`config.mk`:
```
export PLATFORM = sky130hd
export DESIGN_NAME = nlm_front
export DESIGN_NICKNAME = d
export VERILOG_FILES = /design/src/sv/nlm_pkg.sv /design/src/sv/nlm_front.sv
export SDC_FILE = /design/constraint.sdc
export NUM_CORES = 2
export LEC_CHECK = 0
export BUFFER_PORTS_ARGS = -buffer_cell sky130_fd_sc_hd__buf_2
export CAP_MARGIN = 30
export CORE_MARGIN = 4
export CORE_UTILIZATION = 25
export CTS_CLUSTER_DIAMETER = 80
export DETAILED_ROUTE_END_ITERATION = 8
export GPL_ROUTABILITY_DRIVEN = 1
export HOLD_SLACK_MARGIN = 0.05
export PLACE_DENSITY = 0.5
export SLEW_MARGIN = 20
export SYNTH_ARGS = -nofsm -noshare
export SYNTH_HDL_FRONTEND = slang
export SYNTH_SLANG_ARGS = --single-unit
```
`constraint.sdc`:
```
create_clock -name i_clk -period 10.8 [get_ports i_clk]
set_input_delay 2.16 -clock i_clk [delete_from_list [all_inputs] [get_ports i_clk]]
set_output_delay 2.16 -clock i_clk [all_outputs]
set_load 0.03 [all_outputs]
```
`src/sv/nlm_pkg.sv`:
```
package nlm_pkg;

    localparam int BLOCK_PIXELS = 64;
    localparam int IDX_W        = 6;
    localparam int MAX_GROUP    = 32;
    localparam int PIX_W        = 16;
    localparam int WEIGHT_W     = 17;
    localparam int DIV_NUM_W    = 72;
    localparam int DIV_DEN_W    = 64;
    localparam int DIV_CNT_W    = 7;

    typedef enum logic [1:0] {
        REG_SCALE = 2'd0,
        REG_NOISE = 2'd1,
        REG_CORR  = 2'd2,
        REG_LIMIT = 2'd3
    } t_reg;

    typedef struct packed {
        logic [PIX_W-1:0]    pixel;
        logic [PIX_W-1:0]    src;
        logic [IDX_W-1:0]    idx;
        logic [WEIGHT_W-1:0] weight;
        logic                lb;
        logic                lg;
    } t_item;

    typedef enum logic [2:0] {
        F_IDLE,
        F_PROD,
        F_EXP1,
        F_EXP2,
        F_PUSH
    } t_fstate;

    typedef enum logic [4:0] {
        B_IDLE,
        B_ACC1,
        B_ACC2,
        B_ACC3,
        B_EM_RD,
        B_EM_DATA,
        B_DIV_M,
        B_DIV_Q,
        B_MUL_BB,
        B_MUL_AB,
        B_VAR,
        B_CMP,
        B_DIV_R,
        B_MUL_DL,
        B_MUL_DH,
        B_FIN,
        B_OUT
    } t_bstate;

    // exp(-n) for the integer part, Q1.16
    function automatic logic [16:0] exp_int(input logic [3:0] n);
        logic [16:0] v;
        case (n)
            4'd0:    v = 17'd65536;
            4'd1:    v = 17'd24109;
            4'd2:    v = 17'd8869;
            4'd3:    v = 17'd3263;
            4'd4:    v = 17'd1200;
            4'd5:    v = 17'd442;
            4'd6:    v = 17'd162;
            4'd7:    v = 17'd60;
            4'd8:    v = 17'd22;
            4'd9:    v = 17'd8;
            4'd10:   v = 17'd3;
            4'd11:   v = 17'd1;
            default: v = 17'd0;
        endcase
        return v;
    endfunction

    function automatic logic [16:0] exp_hi(input logic [3:0] h);
        logic [16:0] v;
        case (h)
            4'd0:    v = 17'd65536;
            4'd1:    v = 17'd61565;
            4'd2:    v = 17'd57835;
            4'd3:    v = 17'd54331;
            4'd4:    v = 17'd51039;
            4'd5:    v = 17'd47947;
            4'd6:    v = 17'd45042;
            4'd7:    v = 17'd42313;
            4'd8:    v = 17'd39750;
            4'd9:    v = 17'd37341;
            4'd10:   v = 17'd35079;
            4'd11:   v = 17'd32954;
            4'd12:   v = 17'd30957;
            4'd13:   v = 17'd29081;
            4'd14:   v = 17'd27319;
            default: v = 17'd25664;
        endcase
        return v;
    endfunction

    function automatic logic [16:0] exp_lo(input logic [3:0] l);
        logic [16:0] v;
        case (l)
            4'd0:    v = 17'd65536;
            4'd1:    v = 17'd65280;
            4'd2:    v = 17'd65026;
            4'd3:    v = 17'd64772;
            4'd4:    v = 17'd64520;
            4'd5:    v = 17'd64268;
            4'd6:    v = 17'd64018;
            4'd7:    v = 17'd63768;
            4'd8:    v = 17'd63520;
            4'd9:    v = 17'd63272;
            4'd10:   v = 17'd63025;
            4'd11:   v = 17'd62781;
            4'd12:   v = 17'd62535;
            4'd13:   v = 17'd62291;
            4'd14:   v = 17'd62048;
            default: v = 17'd61806;
        endcase
        return v;
    endfunction

endpackage

```
`src/sv/nlm_front.sv`:
```
module nlm_front import nlm_pkg::*; (
    input  logic             i_clk,
    input  logic             i_rst_n,
    input  logic             i_start,
    output logic             o_busy,
    input  logic [15:0]      i_pixel,
    input  logic [15:0]      i_source_pixel,
    input  logic [5:0]       i_pixel_index,
    input  logic [15:0]      i_distance,
    input  logic             i_last_in_block,
    input  logic             i_last_in_group,
    input  logic [23:0]      i_weight_scale,
    input  logic             i_full,
    output logic             o_push,
    output t_item            o_item
);

    t_fstate      r_state, n_state;
    t_item        r_item;
    logic [15:0]  r_dist;
    logic [39:0]  r_prod;
    logic [16:0]  r_t1;
    logic         r_big;
    logic [33:0]  mul1;
    logic [33:0]  mul2;
    logic         accept;

    always_comb begin
        n_state = r_state;
        unique case (r_state)
            F_IDLE: if (i_start) n_state = F_PROD;
            F_PROD: n_state = F_EXP1;
            F_EXP1: n_state = F_EXP2;
            F_EXP2: n_state = F_PUSH;
            F_PUSH: if (!i_full) n_state = F_IDLE;
            default: n_state = F_IDLE;
        endcase
    end

    always_comb begin
        o_busy = (r_state != F_IDLE);
        accept = (r_state == F_IDLE) && i_start;
        o_push = (r_state == F_PUSH) && !i_full;
    end

    always_ff @(posedge i_clk) begin
        if (!i_rst_n) begin
            r_state <= F_IDLE;
        end else begin
            r_state <= n_state;
        end
    end

    // Integer part of the exponent is r_prod[39:16]; the weight vanishes from 12 up.
    assign mul1 = exp_int(r_prod[19:16]) * exp_hi(r_prod[15:12]) + 34'd32768;
    assign mul2 = r_t1 * exp_lo(r_prod[11:8]) + 34'd32768;

    always_ff @(posedge i_clk) begin
        if (accept) begin
            r_item.pixel  <= i_pixel;
            r_item.src    <= i_source_pixel;
            r_item.idx    <= i_pixel_index;
            r_item.lb     <= i_last_in_block | i_last_in_group;
            r_item.lg     <= i_last_in_group;
            r_item.weight <= '0;
            r_dist        <= i_distance;
        end
        if (r_state == F_PROD) begin
            r_prod <= r_dist * i_weight_scale;
        end
        if (r_state == F_EXP1) begin
            r_big <= (r_prod[39:16] >= 24'd12);
            r_t1  <= mul1[32:16];
        end
        if (r_state == F_EXP2) begin
            r_item.weight <= r_big ? '0 : mul2[32:16];
        end
    end

    assign o_item = r_item;

endmodule

```
-- Word level (Yosys, flattened, before mapping)
Memories as Yosys holds them, arrays and structs flattened. A register that Yosys moved wholly into a read port is not among the register bits.
Cells that the tools add are included.
- bits of input ports: 84
- word-level logic and storage cells: 43
- memories kept: 3
- flip-flop bits (word level): 134
- bits in read-only memories: 768
- output and inout port bits: 59
- equal/unequal tests: 6
- add/subtract/negate cells: 2
- multipliers: 3
- reductions and logical operators: 7
- mux-type cells: 9
- $lt $le $gt $ge: 1
- bitwise operators: 1
- memories (name ; depth ; width ; rd ports ; clocked after Yosys merged registers in ; wr ports ; line ; text):
    (name not given) ; 16 ; 17 ; 1 ; 1 ; 0 ; nlm_pkg.sv:79 ; case (h)
    (name not given) ; 16 ; 16 ; 1 ; 1 ; 0 ; nlm_pkg.sv:102 ; case (l)
    (name not given) ; 16 ; 15 ; 1 ; 1 ; 0 ; nlm_pkg.sv:59 ; case (n)
- operators with widths (operator ; count):
    $add A33 B16 Y33 const B ; 2
    $mul A17 B17 Y33 ; 2
    $mul A16 B24 Y40 ; 1
    $mux W17 ; 2
    $ge A24 B4 Y1 const B ; 1
    $mux W19 ; 1
    $pmux W3 S5 ; 1
    $mux W4 ; 3
    $eq A3 B2 Y1 const B ; 2
    $mux W3 ; 2
    $ne A2 B2 Y1 const B ; 2
    $eq A3 B1 Y1 const B ; 1
    $eq A3 B3 Y1 const B ; 1
    $logic_not A3 Y1 ; 1
    $reduce_bool A3 Y1 ; 1
    $logic_and A1 B1 Y1 ; 2
    $reduce_and A2 Y1 ; 1
    $reduce_bool A2 Y1 ; 1
    $logic_not A1 Y1 ; 1
    $or A1 B1 Y1 ; 1

-- Depth between registers and ports, before layout
- depth in word-level cells: 4
- mapped depth: 26

-- Worst setup path after synthesis
No wires, ideal clock.
- path kind: input port to flip-flop
- start: in i_weight_scale[11]
- end: reg r_prod[39] (data pin)
- stages: 20
- path buffers: 1
- setup time: 255 ps
- arrival time: 8095 ps
- slack: 2450 ps
- cell sequence: clkbuf_1 -> nand2_1 -> fa_1 -> fa_1 -> fa_1 -> inv_1 -> fa_1 -> fa_1 -> inv_1 -> fa_1 -> inv_1 -> ha_1 -> a21o_1 -> a21o_1 -> a21o_1 -> a2111o_1 -> or2_4 -> a211o_1 -> or4b_1 -> and3_1
- word-level cells in the longest chain between the ends: 1
- RTL lines (element ; line ; text):
    start: declaration ; nlm_front.sv:12 ; input logic [23:0] i_weight_scale,
    $mul A16 B24 Y40 ; nlm_front.sv:69 ; r_prod <= r_dist * i_weight_scale;
    end signal: assignment ; nlm_front.sv:69 ;
    end: declaration ; nlm_front.sv:21 ; logic [39:0] r_prod;
No other way between the ends.
A chain may end at the register's enable or synchronous reset.

-- Worst setup path after layout
- start: in i_weight_scale[8]
- end: reg r_prod[39] (data pin)
Same word-level chain as after synthesis.

==> flow_summary.ini <==
[placed_design]
io_buffers = 142
hpwlAfterDp_um = 68040
gp_congestion = 0.7915
dp_cells = 5612

[finish]
layout_common_cells = inv_1 (880), fa_1 (697), nand2_1 (455), and2_1 (425), ha_1 (394)
drive_above_1_share = 0.05993
area_growth_pct = 9.591
fin_cells = 5647
final_common_cell = inv_1
nNetsFinal = 4933
antenna_cells = 0

[drt]
drtAntennaViolNets = 0
vias_per_cell = 4.224
firstDrtPassIters = 5
routed_wl_um = 82130
vias = 23850
drtIter0Drc = 971
drc = 0
route.detailed.wl_per_inst_um = 14.54

[cts]
tritoncts = built
postCtsSetupRepairBufs = 0
hold_buffers = 0
h-tree-depth = 4
clock_sinks = 170
clk_pin_slew_ns = 0.08
clk-insertion-delay-late_ns = 0.52
cts_made_buffers = 17
ctsResizeCount = 0
cts_buffer_depth = 2
cts-root-buf = clkbuf_16

[floorplanning]
num_rows = 137
chipWidth_um = 384.2
core_area_sq_um = 140000
initial_utilization = 0.2526
dieArea_sq_um = 147600
num_io_pins = 143
die_h_um = 384.2

[grt]
grt_pass1_wl_um = 139000
track_usage = 0.1169
grt_pass1_vias = 26250
antenna_found_initial = 0
grt_overflow = 0
grt_max_degree = 53

[hold_path]
min-delay-start = r_state[1]
whs_endpoint = r_state[0]
hold_depth = 2
hold_class = reg2reg

[sta]
min_period_ns = 8.183
hold_viol = 0
rsz0062_at_grt = false
fin_crit_sh = 0.7577
fin_hold_ws_ns = 0.5804
worst_pin_slew_ns = 0.8912
finalMaxSlewViolations = 0
fin_tns_setup_ns = 0
clock_skew_ns = 0.01906
slew_headroom = 0.3905
setup_viol = 0
fmax_mhz = 122.2

[worst_setup_path]
critPathArrivalTime_ns = 8.45
cpPeakStageDelay_ns = 0.54
reg2reg_slack_ns = 3.56
rr_endpoint = r_prod[39]
r2r_cells = 20
worstSetupPathType = in2reg
required_ns = 11.07
start_kind = primary input
end_kind = register
cp_slowest_cell = fa_1
crit_fanout = 16
path_cells = buf_2, and2_1, fa_1, inv_1, fa_1, fa_1, inv_1, fa_1, fa_1, inv_1, fa_1, inv_1, ha_1, a21o_1, a21o_1, a21o_1, a2111o_1, or2_4, a211o_1, or4b_1, and3_1
r2r_start = r_dist[4]
cpMostUsedCell = fa_1

[synthesis]
synthesis.nets = 4892
yosysUniqueCellTypes = 75
synth_area_per_cell_sq_um = 9.519
seq_area_frac_synth = 0.1310
synthArstFlopShare = 0
ys.flop_type = edfxtp_1
syn_inst = 3717
ys_ff_latch = 170
yosys_warnings = 0
synth-edff-count = 123
netlist_area_sq_um = 35380

[flow_run]
cap_viol_max_count = 0

[run_status]
outcome = complete, no violations
## cell usage after synthesis, types with 8 or more instances
| cell | n | share of area |
|---|---|---|
| nand2b_1 | 13 | 0.0023 |
| and2_1 | 425 | 0.075 |
| nor4_1 | 10 | 0.0018 |
| a21o_1 | 31 | 0.0066 |
| nand4_1 | 10 | 0.0018 |
| ha_1 | 394 | 0.14 |
| mux2_2 | 8 | 0.0025 |
| xnor2_1 | 36 | 0.0089 |
| clkbuf_1 | 139 | 0.015 |
| a211oi_1 | 12 | 0.0025 |
| nand3_1 | 27 | 0.0038 |
| edfxtp_1 | 123 | 0.10 |
| a31oi_1 | 10 | 0.0018 |
| mux2i_1 | 17 | 0.0048 |
| fa_1 | 697 | 0.39 |
| inv_1 | 880 | 0.093 |
| nor3_1 | 23 | 0.0033 |
| nor3b_1 | 9 | 0.0019 |
| o21ai_0 | 41 | 0.0058 |
| nand2_1 | 455 | 0.048 |
| or3_1 | 10 | 0.0018 |
| xor2_1 | 24 | 0.0059 |
| dfxtp_1 | 47 | 0.027 |
| a21oi_1 | 74 | 0.010 |
| and3_1 | 20 | 0.0035 |
| o21a_1 | 11 | 0.0023 |
| nor2b_1 | 11 | 0.0019 |
| nor2_1 | 61 | 0.0065 |
## per-stage QoR
step           utilization  setup WS, ns  cell area [sq um]
2_1_floorplan            -         2.450              35380
3_3_place_gp        0.2716         2.105              38030
3_5_place_dp        0.2720         2.035              38100
4_1_cts             0.2764         2.629              38710
5_1_grt             0.2769         2.232              38770
6_report            0.2769         2.617              38770
## worst max-delay path by stage
stage / startpoint / end / slack [ns] / cells past startpoint
6_report: i_weight_scale[8] / r_prod[39] / 2.62 / 21
5_1_grt: i_weight_scale[6] / register / 2.23 / 22
4_1_cts: i_weight_scale[6] / register / 2.63 / 22
3_5_place_dp: i_weight_scale[6] / register / 2.04 / 22
3_3_place_gp: i_weight_scale[11] / r_prod[39] / 2.10 / 20
2_1_floorplan: i_weight_scale[11] / r_prod[39] / 2.45 / 20
## area by class of cell
| class | count | area [sq um] |
|---|---|---|
| Fill cell | 14950 | 101300 |
| Clock inverter | 15 | 191.4 |
| Inverter | 881 | 3307 |
| Tap cell | 1876 | 2347 |
| Multi-Input combinational cell | 2523 | 26920 |
| Clock buffer | 17 | 425.4 |
| Timing Repair Buffer | 165 | 953.4 |
| Sequential cell | 170 | 4634 |
## kinds of logic (layout without fill, tap and decap cells)
logic type / after synthesis / in the layout / synth area share
multiplexers: 26 / 26 / 0.007744
XOR/XNOR: 60 / 60 / 0.01485
flip-flops: 170 / 170 / 0.1310
AND/OR/NAND/NOR: 1095 / 1095 / 0.1571
buffers and inverters: 1024 / 1078 / 0.1088
adder cells (fa/ha/maj): 1091 / 1091 / 0.5337
AO/OA/AOI/OAI: 251 / 251 / 0.04679
## worst max-delay path: cells and delay by family
kind / cells / cell delay (ns)
and+or+nand+nor: 4 / 1.18
AOI/OAI and AO/OA: 5 / 1.40
buffers and inverters: 5 / 0.41
adders and majority gates: 7 / 3.28
## metal layers
| layer | up-vias | GRT usage | share of wire |
|---|---|---|---|
| met3 | 73 | 0.01642 | 0.032 |
| met5 | - | 0 | 0 |
| li1 | 11310 | - | - |
| met2 | 331 | 0.2059 | 0.50 |
| met4 | 0 | 0.02742 | 0.017 |
| met1 | 12140 | 0.1511 | 0.46 |
Power is left out: the tool's default activity adds up to more than one toggle a clock period on the data nets, which glitch-free logic cannot reach.
