--- src/sv/nlm_pkg.sv ---
package nlm_pkg;

    localparam int BLOCK_PIXELS = 64;
    localparam int IDX_W        = 6;
    localparam int MAX_GROUP    = 32;
    localparam int PIX_W        = 16;
    localparam int WEIGHT_W     = 17;
    localparam int DIV_NUM_W    = 72;
    localparam int DIV_DEN_W    = 64;
    localparam int DIV_CNT_W    = 7;

    typedef enum logic [1:0] {
        REG_SCALE = 2'd0,
        REG_NOISE = 2'd1,
        REG_CORR  = 2'd2,
        REG_LIMIT = 2'd3
    } t_reg;

    typedef struct packed {
        logic [PIX_W-1:0]    pixel;
        logic [PIX_W-1:0]    src;
        logic [IDX_W-1:0]    idx;
        logic [WEIGHT_W-1:0] weight;
        logic                lb;
        logic                lg;
    } t_item;

    typedef enum logic [2:0] {
        F_IDLE,
        F_PROD,
        F_EXP1,
        F_EXP2,
        F_PUSH
    } t_fstate;

    typedef enum logic [4:0] {
        B_IDLE,
        B_ACC1,
        B_ACC2,
        B_ACC3,
        B_EM_RD,
        B_EM_DATA,
        B_DIV_M,
        B_DIV_Q,
        B_MUL_BB,
        B_MUL_AB,
        B_VAR,
        B_CMP,
        B_DIV_R,
        B_MUL_DL,
        B_MUL_DH,
        B_FIN,
        B_OUT
    } t_bstate;

    // exp(-n) for the integer part, Q1.16
    function automatic logic [16:0] exp_int(input logic [3:0] n);
        logic [16:0] v;
        case (n)
            4'd0:    v = 17'd65536;
            4'd1:    v = 17'd24109;
            4'd2:    v = 17'd8869;
            4'd3:    v = 17'd3263;
            4'd4:    v = 17'd1200;
            4'd5:    v = 17'd442;
            4'd6:    v = 17'd162;
            4'd7:    v = 17'd60;
            4'd8:    v = 17'd22;
            4'd9:    v = 17'd8;
            4'd10:   v = 17'd3;
            4'd11:   v = 17'd1;
            default: v = 17'd0;
        endcase
        return v;
    endfunction

    function automatic logic [16:0] exp_hi(input logic [3:0] h);
        logic [16:0] v;
        case (h)
            4'd0:    v = 17'd65536;
            4'd1:    v = 17'd61565;
            4'd2:    v = 17'd57835;
            4'd3:    v = 17'd54331;
            4'd4:    v = 17'd51039;
            4'd5:    v = 17'd47947;
            4'd6:    v = 17'd45042;
            4'd7:    v = 17'd42313;
            4'd8:    v = 17'd39750;
            4'd9:    v = 17'd37341;
            4'd10:   v = 17'd35079;
            4'd11:   v = 17'd32954;
            4'd12:   v = 17'd30957;
            4'd13:   v = 17'd29081;
            4'd14:   v = 17'd27319;
            default: v = 17'd25664;
        endcase
        return v;
    endfunction

    function automatic logic [16:0] exp_lo(input logic [3:0] l);
        logic [16:0] v;
        case (l)
            4'd0:    v = 17'd65536;
            4'd1:    v = 17'd65280;
            4'd2:    v = 17'd65026;
            4'd3:    v = 17'd64772;
            4'd4:    v = 17'd64520;
            4'd5:    v = 17'd64268;
            4'd6:    v = 17'd64018;
            4'd7:    v = 17'd63768;
            4'd8:    v = 17'd63520;
            4'd9:    v = 17'd63272;
            4'd10:   v = 17'd63025;
            4'd11:   v = 17'd62781;
            4'd12:   v = 17'd62535;
            4'd13:   v = 17'd62291;
            4'd14:   v = 17'd62048;
            default: v = 17'd61806;
        endcase
        return v;
    endfunction

endpackage

--- src/sv/nlm_queue.sv ---
module nlm_queue import nlm_pkg::*; (
    input  logic  i_clk,
    input  logic  i_rst_n,
    input  logic  i_push,
    input  t_item i_item,
    output logic  o_full,
    input  logic  i_pop,
    output logic  o_valid,
    output t_item o_item
);

    t_item       r_mem [2];
    logic        r_wr;
    logic        r_rd;
    logic [1:0]  r_cnt;

    always_ff @(posedge i_clk) begin
        if (!i_rst_n) begin
            r_wr  <= 1'b0;
            r_rd  <= 1'b0;
            r_cnt <= 2'd0;
        end else begin
            if (i_push) r_wr <= ~r_wr;
            if (i_pop)  r_rd <= ~r_rd;
            r_cnt <= r_cnt + {1'b0, i_push} - {1'b0, i_pop};
        end
    end

    always_ff @(posedge i_clk) begin
        if (i_push) r_mem[r_wr] <= i_item;
    end

    assign o_full  = (r_cnt == 2'd2);
    assign o_valid = (r_cnt != 2'd0);
    assign o_item  = r_mem[r_rd];

endmodule

--- config.mk ---
export PLATFORM = sky130hd
export DESIGN_NAME = nlm_queue
export DESIGN_NICKNAME = d
export VERILOG_FILES = /design/src/sv/nlm_pkg.sv /design/src/sv/nlm_queue.sv
export SDC_FILE = /design/constraint.sdc
export NUM_CORES = 1
export LEC_CHECK = 0
export BUFFER_PORTS_ARGS = -buffer_cell sky130_fd_sc_hd__buf_2
export CORE_MARGIN = 1.5
export CORE_UTILIZATION = 40
export CTS_CLUSTER_SIZE = 12
export DETAILED_ROUTE_END_ITERATION = 8
export GPL_TIMING_DRIVEN = 0
export HOLD_SLACK_MARGIN = 0.15
export SYNTH_ARGS = -nofsm -noshare
export SYNTH_HDL_FRONTEND = slang
export SYNTH_SLANG_ARGS = --single-unit
export TNS_END_PERCENT = 30
--- constraint.sdc ---
create_clock -name i_clk -period 7 [get_ports i_clk]
set_clock_uncertainty 0.15 [all_clocks]
set_input_delay 1.4 -clock i_clk [delete_from_list [all_inputs] [get_ports i_clk]]
set_output_delay 1.4 -clock i_clk [all_outputs]
set_load 0.02 [all_outputs]
-- After elaboration in Yosys (flattened, before gate mapping)
Memories as Yosys holds them, arrays and structs flattened. A register that Yosys moved wholly into a read port is not among the register bits.
Cells that the tools add are included.
- equality and inequality tests: 1
- bitwise operators: 2
- reduce and logical (&&, ||, !) cells: 1
- $add $sub $neg: 2
- multiplexer cells: 4
- operator list (cell ; number):
    $mux 1 ; 4
    $add 2x1->2 ; 1
    $eq 2x2->1 const B ; 1
    $not 1->1 ; 2
    $reduce_bool 2->1 ; 1
    $sub 2x1->2 ; 1
- memories kept: 1
- input bits: 61
- bits in writable memories: 114
- register bits after elaboration: 4
- word-level logic and storage cells: 14
- output and inout port bits: 59
- memory list (memory ; depth ; bits a word ; read ports ; clocked after Yosys merged registers in ; wr ports ; line ; text):
    r_mem ; 2 ; 57 ; 1 ; 1 ; 1 ; nlm_queue.sv:12 ; t_item r_mem [2];

-- Depth between registers and ports, before layout
Gate-level depths: netlist (run 1).
- depth in word-level cells: 3
- depth in mapped cells: 6
- depth with buffers taken out: 6

-- Worst setup path after synthesis (run 1)
No wires, ideal clock.
- path kind: input to register
- start point: input port i_push
- end point: memory r_mem[0][0] in the netlist's numbering (enable)
- required time: 6.370 ns
- data arrival time: 3.946 ns
- path slack: 2.424 ns
- buffers on the path: 0
- cell stages on the path: 1
- setup time: 0.480 ns
- path through: nor2b_1
- word-level cells in the longest chain between the ends: 2
- ends and longest elaborated chain (item ; line ; text):
    start, declared ; nlm_queue.sv:4 ; input logic i_push,
    $mux 1 ; nlm_queue.sv:30 ; if (i_push) r_mem[r_wr] <= i_item;
    $mux 1 (implied by the code) ; nlm_queue.sv:30 ;
    end, declared ; nlm_queue.sv:12 ;
No other way between the ends.

==> results of run 1 <==
==> power by group through the flow <==
stage | combinational (mW) | clock [mW] | sequential (mW)
2_1_floorplan | 0.144 | 0 | 0.848
3_3_place_gp | 0.212 | 0 | 0.850
3_5_place_dp | 0.216 | 0 | 0.849
4_1_cts | 0.217 | 0.739 | 0.835
5_1_grt | 0.230 | 0.772 | 0.838
6_report | 0.212 | 0.718 | 0.835
==> worst min-delay path: cells and delay by family (launching register included) <==
family,cells,cell delay (ns)
flops,1,0.32
simple gates,1,0.15
xor+xnor,1,0.07
==> kinds of logic (layout without fill, tap and decap cells) <==
| kind of cell | after synthesis | in the layout |
|---|---|---|
| DFF | 119 | 119 |
| AOI/OAI and AO/OA | 1 | 1 |
| muxes | 57 | 57 |
| xor gates and xnor gates | 2 | 2 |
| and+or+nand+nor | 9 | 9 |
| adders and majority gates | 2 | 2 |
| buffers and inverters | 8 | 157 |
==> flip-flops by register name, summed over array words and instances (netlist names), named ones only <==
register and flops:
r_cnt 2, r_wr 1, r_mem 114, r_rd 1
==> cell usage in the layout (no fill, tap or decap), drive strengths merged <==
cell / Yosys / routed
xnor3: 1 / 1
buf: 6 / 126
ha: 2 / 2
and2: 4 / 4
mux2: 57 / 57
o21a: 1 / 1
nor2b: 4 / 4
xor2: 1 / 1
inv: 2 / 2
clkinv: 0 / 7
or2: 1 / 1
clkbuf: 0 / 21
bufinv: 0 / 1
dfxtp: 5 / 5
edfxtp: 114 / 114
==> per-stage QoR <==
stage | hold WS [ns] | setup WS [ns] | util | cell area, um2
after floorplan | 0.405 | 2.42 | - | 4460
after global placement | 0.418 | 0.687 | 0.483 | 5230
after detailed placement | 0.420 | 3.91 | 0.485 | 5260
after CTS | 0.431 | 3.69 | 0.530 | 5750
after global routing | 0.483 | 3.64 | 0.530 | 5750
final | 0.429 | 3.75 | 0.530 | 5750
==> path summary, 6_finish.rpt <==
path                  end  slack [ns]  cells after the start
min                  r_rd        0.43                      2
max reg2reg  r_mem[0][46]        5.19                      2
max            o_item[54]        3.75                      4
min reg2reg          r_rd        0.43                      2
==> routing by layer <==
metal,GRT usage,up-vias,wire length [um]
met3,0.0555,7,478
met2,0.208,75,3720
met4,0.0592,0,86
met5,0,-,0
li1,-,1059,-
met1,0.145,1061,2870
==> Yosys cell counts (all sizes together) <==
cell / instances / area share
and2: 4 / 0.0056
buf: 6 / 0.012
dfxtp: 5 / 0.022
edfxtp: 114 / 0.77
ha: 2 / 0.0056
inv: 2 / 0.0017
mux2: 57 / 0.17
nor2b: 4 / 0.0056
o21a: 1 / 0.0017
or2: 1 / 0.0014
xnor3: 1 / 0.0050
xor2: 1 / 0.0020
==> layout make-up <==
| class | instances | area, um2 | area share |
|---|---|---|---|
| flip-flops and latches | 119 | 3520 | 0.613 |
| multi-input cells | 71 | 885 | 0.154 |
| repair buffers | 120 | 616 | 0.107 |
| clock buffers | 21 | 429 | 0.0746 |
| well taps | 140 | 175 | 0.0305 |
| clock inverters | 8 | 60.1 | 0.0104 |
| plain buffers | 6 | 55.1 | 0.00957 |
| inverters | 2 | 7.51 | 0.00131 |
==> flow_summary.toml, run 1 <==
[status]
status = "finished, final reports clean"

[sta]
hold_viol = 0
slew_headroom = 0.417
period_needed_ns = 3.25
maxSlewViolCount = 0
max_freq_mhz = 308
worst_pin_slew_ns = 0.873
rsz0062_at_grt = "false"
timing.final.crit_share = 0.464
setup_viol = 0
finalSetupTns_ns = 0

[synth]
synth_seq_area_share = 0.790
synthXorXnorAreaFrac = 0.00701
synth_warnings = 0
synth_nets = 261
yosys.area_share.simple = 0.0126
synth_top_family_by_area = "multiplexers"
synth.distinct_cells = 14
muxShareOfSynthArea = 0.169
ys_ff_latch = 119
synth_compound_area_frac = 0.00168
syn_inst = 198
synth_fa_ha_area_frac = 0.00561
synth.avg_cell_area_um2 = 22.5
netlist_area_mm2 = 0.00446

[cts]
cts_tree = "done"
hold_buffers = 0
root_buffer = "clkbuf_8"
cts_max_level = 4
clk_path_buf_depth = 2
cts_resized = 0
path_clk_slew_ns = 0.06
insertion_delay_ns = 0.50
cts.sinks = 119
post-cts-setup-buffer-count = 0
cts_buffers = 17

[die]
die_w_um = 109
die_h_um = 109
fp.coreArea_mm2 = 0.0108
boundaryPins = 120
dieArea_mm2 = 0.0118
fp-row-count = 38
initial_core_util = 0.411

[worst_setup_path]
critPathMostFrequentCell = "buf_6"
cp_max_fo = 10
max_stage_delay_ns = 0.35
required_ns = 5.45
path_class = "reg -> out"
r2r_start = "r_wr"
end_kind = "primary output"
slowest_stage = "dfxtp_1"
cp_data_arrival_time_ns = 1.70
cp_cell_sequence = "buf_6 -> buf_6 -> mux2_4 -> buf_2"
critPathLaunchType = "flop"
crit_family = "buffers and inverters"
critical_path_buf_inv_count = 3

[min_path]
hold_path_class = "reg -> reg"
hp-start = "r_rd"

[global_routing]
antenna_found_initial = 0
first_global_vias = 2276
grt_pass1_wl_um = 10900
grt.overflow.total = 0
grt_max_degree = 58
grt_usage = 0.128

[drt]
via_per_inst = 4.52
dr.pass1.iters = 4
routed_wl_um = 7160
antenna_left = 0
drc = 0
avgRoutedWirePerCell_um = 14.7
vias = 2202
drtIter0Drc = 65

[finish]
area_delta_synth_final_pct = 28.9
instances_no_fill = 487
fillCellCount = 915
diodes = 0
final_nets = 400
drive_gt1_frac = 0.597

[place]
gp_congestion = 0.614
hpwlAfterDp_um = 4640
io_buffers = 119
placed_cells = 458

[power_and_ir_drop]
p_seq_frac = 0.473
p_per_area_mw_per_mm2 = 307
finalPower_mw = 1.76
total_leakage_power_nw = 2.27
ir_drop_mv = 0.154
power_frac_comb = 0.120
switching_power_uw = 387
sw_frac_of_total = 0.219
p_clk_frac = 0.407
internal-power_mw = 1.38

[run]
max_cap_violations = 0
(Power assumes the default switching activity.)
==> inputs of run 2 (changes only) <==
--- a/config.mk
+++ b/config.mk
@@ -12,6 +12,7 @@
 export DETAILED_ROUTE_END_ITERATION = 8
 export GPL_TIMING_DRIVEN = 0
 export HOLD_SLACK_MARGIN = 0.15
+export PLACE_DENSITY = 0.66
 export SYNTH_ARGS = -nofsm -noshare
 export SYNTH_HDL_FRONTEND = slang
 export SYNTH_SLANG_ARGS = --single-unit
==> constraint.sdc (replaced) <==
create_clock -name i_clk -period 2.9 [get_ports i_clk]
set_clock_uncertainty 0.15 [all_clocks]
set_input_delay 0.58 -clock i_clk [delete_from_list [all_inputs] [get_ports i_clk]]
set_output_delay 0.58 -clock i_clk [all_outputs]
set_load 0.02 [all_outputs]
==> run 2 against run 1 <==
First-iteration DRC count is 26% higher. Combinational power grew to 2.7 times the previous value. Sequential share of layout area is 6.3 points lower. Hold slack worse by 0.26 ns. Via count is 12% higher. Register-to-register slack worse by 4.1 ns. Power grew to 2.6 times the previous value. Design area is 11% higher. Critical path type unchanged. Largest power group unchanged. Highest routed layer unchanged.
==> flow_summary.toml, run 2 (same netlist as run 1, synthesis figures left out) <==
[global_routing]
grt_max_degree = 31
grt_pass1_wl_um = 12000
first_global_vias = 2550
antenna_found_initial = 0
grt.overflow.total = 0
grt_usage = 0.142

[sta]
timing.final.crit_share = 0.866
max_freq_mhz = 398
worst_pin_slew_ns = 0.877
rsz0062_at_grt = "false"
slew_headroom = 0.414
setup_slack_ns = 0.388
maxSlewViolCount = 0
hold_viol = 0
setup_viol = 0
period_needed_ns = 2.51

[worst_setup_path]
critical_path_buf_inv_count = 3
cp_cell_sequence = "buf_6 -> buf_6 -> mux2_4 -> buf_2"
cp_data_arrival_time_ns = 1.78
crit_family = "buffers and inverters"
critPathLaunchType = "flop"
max_stage_delay_ns = 0.39
critPathMostFrequentCell = "buf_6"
required_ns = 2.17
cp_max_fo = 10
end_kind = "primary output"
slowest_stage = "dfxtp_1"
path_class = "reg -> out"

[power_and_ir_drop]
ir_drop_mv = 0.334
total_leakage_power_nw = 2.54
p_per_area_mw_per_mm2 = 714

[cts]
cts_tree = "done"
path_clk_slew_ns = 0.05
cts.sinks = 119
cts_max_level = 4
clk_path_buf_depth = 2
cts_buffers = 17
post-cts-setup-buffer-count = 0
insertion_delay_ns = 0.51
root_buffer = "clkbuf_8"

[finish]
drive_gt1_frac = 0.520
area_delta_synth_final_pct = 43.7
top_regs = "r_mem (114), r_cnt (2)"
top_register = "r_mem"
diodes = 0
final_nets = 458
largest_register_ffs = 114
final_common_cell = "buf_2"
stdcell_area_mm2 = 0.00641
final_cell_mix = "121 x buf_2, 114 x edfxtp_1, 57 x dlygate4sd3_1"

[place]
io_buffers = 119
hpwlAfterDp_um = 4980
placed_cell_area_mm2 = 0.00528
gp_congestion = 0.634
dp_slack_ns = 0.647

[drt]
dr.pass1.iters = 4
avgRoutedWirePerCell_um = 14.4
via_per_inst = 4.48
antenna_left = 0
routed_wl_um = 7890
vias = 2456
drc = 0
drtIter0Drc = 82

[run]
max_cap_violations = 0

[die]
die_h_um = 109
die_w_um = 109
initial_core_util = 0.411
fp.coreArea_mm2 = 0.0108
fp-row-count = 38
dieArea_mm2 = 0.0118
boundaryPins = 120

[status]
status = "finished, final reports clean"

[min_path]
hold_path_class = "in -> reg"
-- run 2: cell count changes in the layout (fill, tap and decap cells not counted) --
cell           previous run  this run
buf_12                    1         2
dlygate4sd3_1             0        57
bufinv_16                 1         3
and2_2                    0         1
clkinvlp_4                0         2
clkinv_1                  4         3
and2_4                    1         0
-- run 2: path summary, 6_finish.rpt --
check                           slack, ns  startpoint  cells past startpoint     endpoint
worst max-delay path                 0.39        flop                      4   o_item[30]
worst min-delay path                 0.17     i_rst_n                      2         r_wr
worst max register to register       1.08        r_wr                      2  r_mem[1][2]
worst min register to register       0.42        r_rd                      2         flop
-- run 2: metal layers --
metal  track usage  vias up  routed length (um)
li1              -     1176                   -
met1         0.152     1177                3180
met2         0.239       87                4030
met3        0.0542       16                 533
met4        0.0789        0                 147
met5             0        -                   0
-- run 2: final cells by class --
cell class	instances	area, um2
inverter	2	7.51
sequential	119	3520
buffer	6	55.1
clock buffer	21	429
fill	814	4430
clock inverter	11	131
multi-input combinational	71	883
tap	140	175
timing repair buffer	178	1210
-- run 2: metrics by stage --
stage / power, mW / setup TNS [ns] / hold WS (ns) / util / instances
floorplan: 2.39 / 0 / 0.405 / - / 198
global placement: 2.56 / -70.69 / 0.418 / 0.483 / 457
detailed placement: 2.57 / 0 / 0.420 / 0.487 / 459
CTS: 4.63 / 0 / 0.153 / 0.591 / 548
global route: 4.75 / 0 / 0.167 / 0.591 / 548
finish: 4.58 / 0 / 0.170 / 0.591 / 548
-- run 2: timing repair --
action	in CTS	in global routing
gates resized for setup	0	0
hold endpoints to repair	114	0
hold buffers	57	0
-- run 2: power by group --
part	switching, mW	leakage (nW)	internal [mW]
clock	0.693	0.268	1.29
sequential	0.0255	1.11	1.99
combinational	0.288	1.16	0.289
total	1.01	2.54	3.57
==> inputs of run 3 (changes only) <==
--- a/config.mk
+++ b/config.mk
@@ -6,7 +6,8 @@
 export NUM_CORES = 1
 export LEC_CHECK = 0
 export BUFFER_PORTS_ARGS = -buffer_cell sky130_fd_sc_hd__buf_2
-export CORE_MARGIN = 1.5
+export CORE_ASPECT_RATIO = 0.7
+export CORE_MARGIN = 5
 export CORE_UTILIZATION = 40
 export CTS_CLUSTER_SIZE = 12
 export DETAILED_ROUTE_END_ITERATION = 8
==> constraint.sdc (replaced) <==
create_clock -name i_clk -period 2.25 [get_ports i_clk]
set_clock_uncertainty 0.15 [all_clocks]
set_input_delay 0.45 -clock i_clk [delete_from_list [all_inputs] [get_ports i_clk]]
set_output_delay 0.45 -clock i_clk [all_outputs]
set_load 0.02 [all_outputs]
==> run 3 against run 2 <==
Wire length up 10%. Global-route usage down 0.84 points. Design area up 1.4%. Sequential share of layout area down 0.78 points. Critical path type unchanged. Critical endpoint is now o_item[49].
==> flow_summary.toml, run 3 (same netlist as run 1, synthesis figures left out) <==
[die]
die_h_um = 98.4
fp-row-count = 32
fp.coreArea_mm2 = 0.0110
initial_core_util = 0.407
boundaryPins = 120
die_w_um = 136
dieArea_mm2 = 0.0134

[worst_setup_path]
ff2ff_path_depth = 2
r2r_end = "r_mem[0][28]"
end_kind = "primary output"
path_class = "reg -> out"
cp_max_fo = 10
reg2reg_slack_ns = 0.42
critPathLaunchType = "flop"
slowest_stage = "dfxtp_1"
required_ns = 1.65
max_stage_delay_ns = 0.36
r2r_start = "r_wr"
cp_cell_sequence = "buf_6 -> buf_12 -> mux2_4 -> buf_2"
cp_data_arrival_time_ns = 1.60

[finish]
diodes = 0
final_cell_mix = "121 x buf_2, 114 x edfxtp_1, 58 x dlygate4sd3_1"
stdcell_area_mm2 = 0.00650
largest_register_ffs = 114
top_register = "r_mem"
top_regs = "r_mem (114), r_cnt (2)"
area_delta_synth_final_pct = 45.8
final_common_cell = "buf_2"
drive_gt1_frac = 0.525
final_nets = 463

[drt]
vias = 2501
antenna_left = 0
avgRoutedWirePerCell_um = 15.4
drc = 0
drtIter0Drc = 138
via_per_inst = 4.42
dr.pass1.iters = 6
routed_wl_um = 8700

[cts]
insertion_delay_ns = 0.40
clk_path_buf_depth = 2
cts_tree = "done"
root_buffer = "clkbuf_16"
path_clk_slew_ns = 0.05
cts_buffers = 17
cts.sinks = 119
cts_max_level = 4

[place]
placed_cell_area_mm2 = 0.00530
gp_congestion = 0.719
hpwlAfterDp_um = 5470
io_buffers = 119

[power_and_ir_drop]
finalPower_mw = 5.98
p_per_area_mw_per_mm2 = 919
ir_drop_mv = 0.624
total_leakage_power_nw = 2.58

[sta]
worst_pin_slew_ns = 0.907
hold_viol = 0
rsz0062_at_grt = "true"
period_needed_ns = 2.20
setup_viol = 0
maxSlewViolCount = 0
finalSetupTns_ns = 0
max_freq_mhz = 455
slew_headroom = 0.394
timing.final.crit_share = 0.978

[min_path]
hold_path_class = "in -> reg"
hold_depth = 3
hold_end = "r_wr"
hp-start = "i_push"

[run]
max_cap_violations = 0

[global_routing]
grt.overflow.total = 0
grt_usage = 0.133
grt_max_degree = 31
antenna_found_initial = 0
grt_pass1_wl_um = 13600
first_global_vias = 2823

[status]
status = "finished, final reports clean"
-- run 3: changes by cell type in the layout (fill, tap and decap cells not counted), sizes merged --
cell	delta
clkbuf	-1
dlygate4sd3	+1
clkinv	+2
clkinvlp	-1
buf	+4
-- run 3: what timing repair did --
item | 4_1_cts | 5_1_grt
endpoints found under the hold margin | 115 | 0
hold buffers | 58 | 0
gates resized for setup | 2 | 4
setup buffers | 3 | 1
endpoints found under the setup margin | 29 | 19
-- run 3: layout make-up --
class,count,area [um2]
buffer,6,81.3
clock buffer,20,437
clock inverter,12,134
fill,891,4470
inverter,2,7.51
multi-input combinational,71,883
sequential,119,3520
tap,153,191
timing repair buffer,183,1250
-- run 3: report_power, final --
part | internal (mW) | leakage (nW) | total (mW) | switching [mW]
registers | 2.56 | 1.11 | 2.60 | 0.0332
logic | 0.392 | 1.19 | 0.779 | 0.387
clock network | 1.72 | 0.280 | 2.60 | 0.887
total | 4.67 | 2.58 | 5.98 | 1.31
-- run 3: stage by stage --
stage / hold slack [ns] / utilization / instances / worst slack (ns)
final: 0.273 / 0.593 / 566 / 0.0501
after global routing: 0.268 / 0.593 / 566 / -0.00793
after CTS: 0.262 / 0.590 / 565 / 0.0155
after detailed placement: 0.455 / 0.483 / 472 / 0.0934
after global placement: 0.417 / 0.479 / 470 / -1.02
after floorplan: 0.399 / - / 198 / -0.119
-- run 3: worst max-delay path by stage --
stage	startpoint	endpoint	depth (start not counted)
after CTS	flop	o_item[31]	4
after global routing	flop	o_item[49]	4
after floorplan	i_push	r_mem[1][0]	1
after detailed placement	i_push	r_mem[0][34]	3
final	flop	o_item[49]	4
after global placement	i_push	r_mem[1][28]	2
-- run 3: worst max-delay path: cells and delay by family (launching register included) --
kind	cells	cell delay, ns
buffers and inverters	3	0.51
DFF	1	0.36
muxes	1	0.31
-- run 3: metal layers --
metal	track usage	wire (um)
met5	0	0
met4	0.0465	44
met3	0.0556	613
met2	0.210	4130
met1	0.166	3910
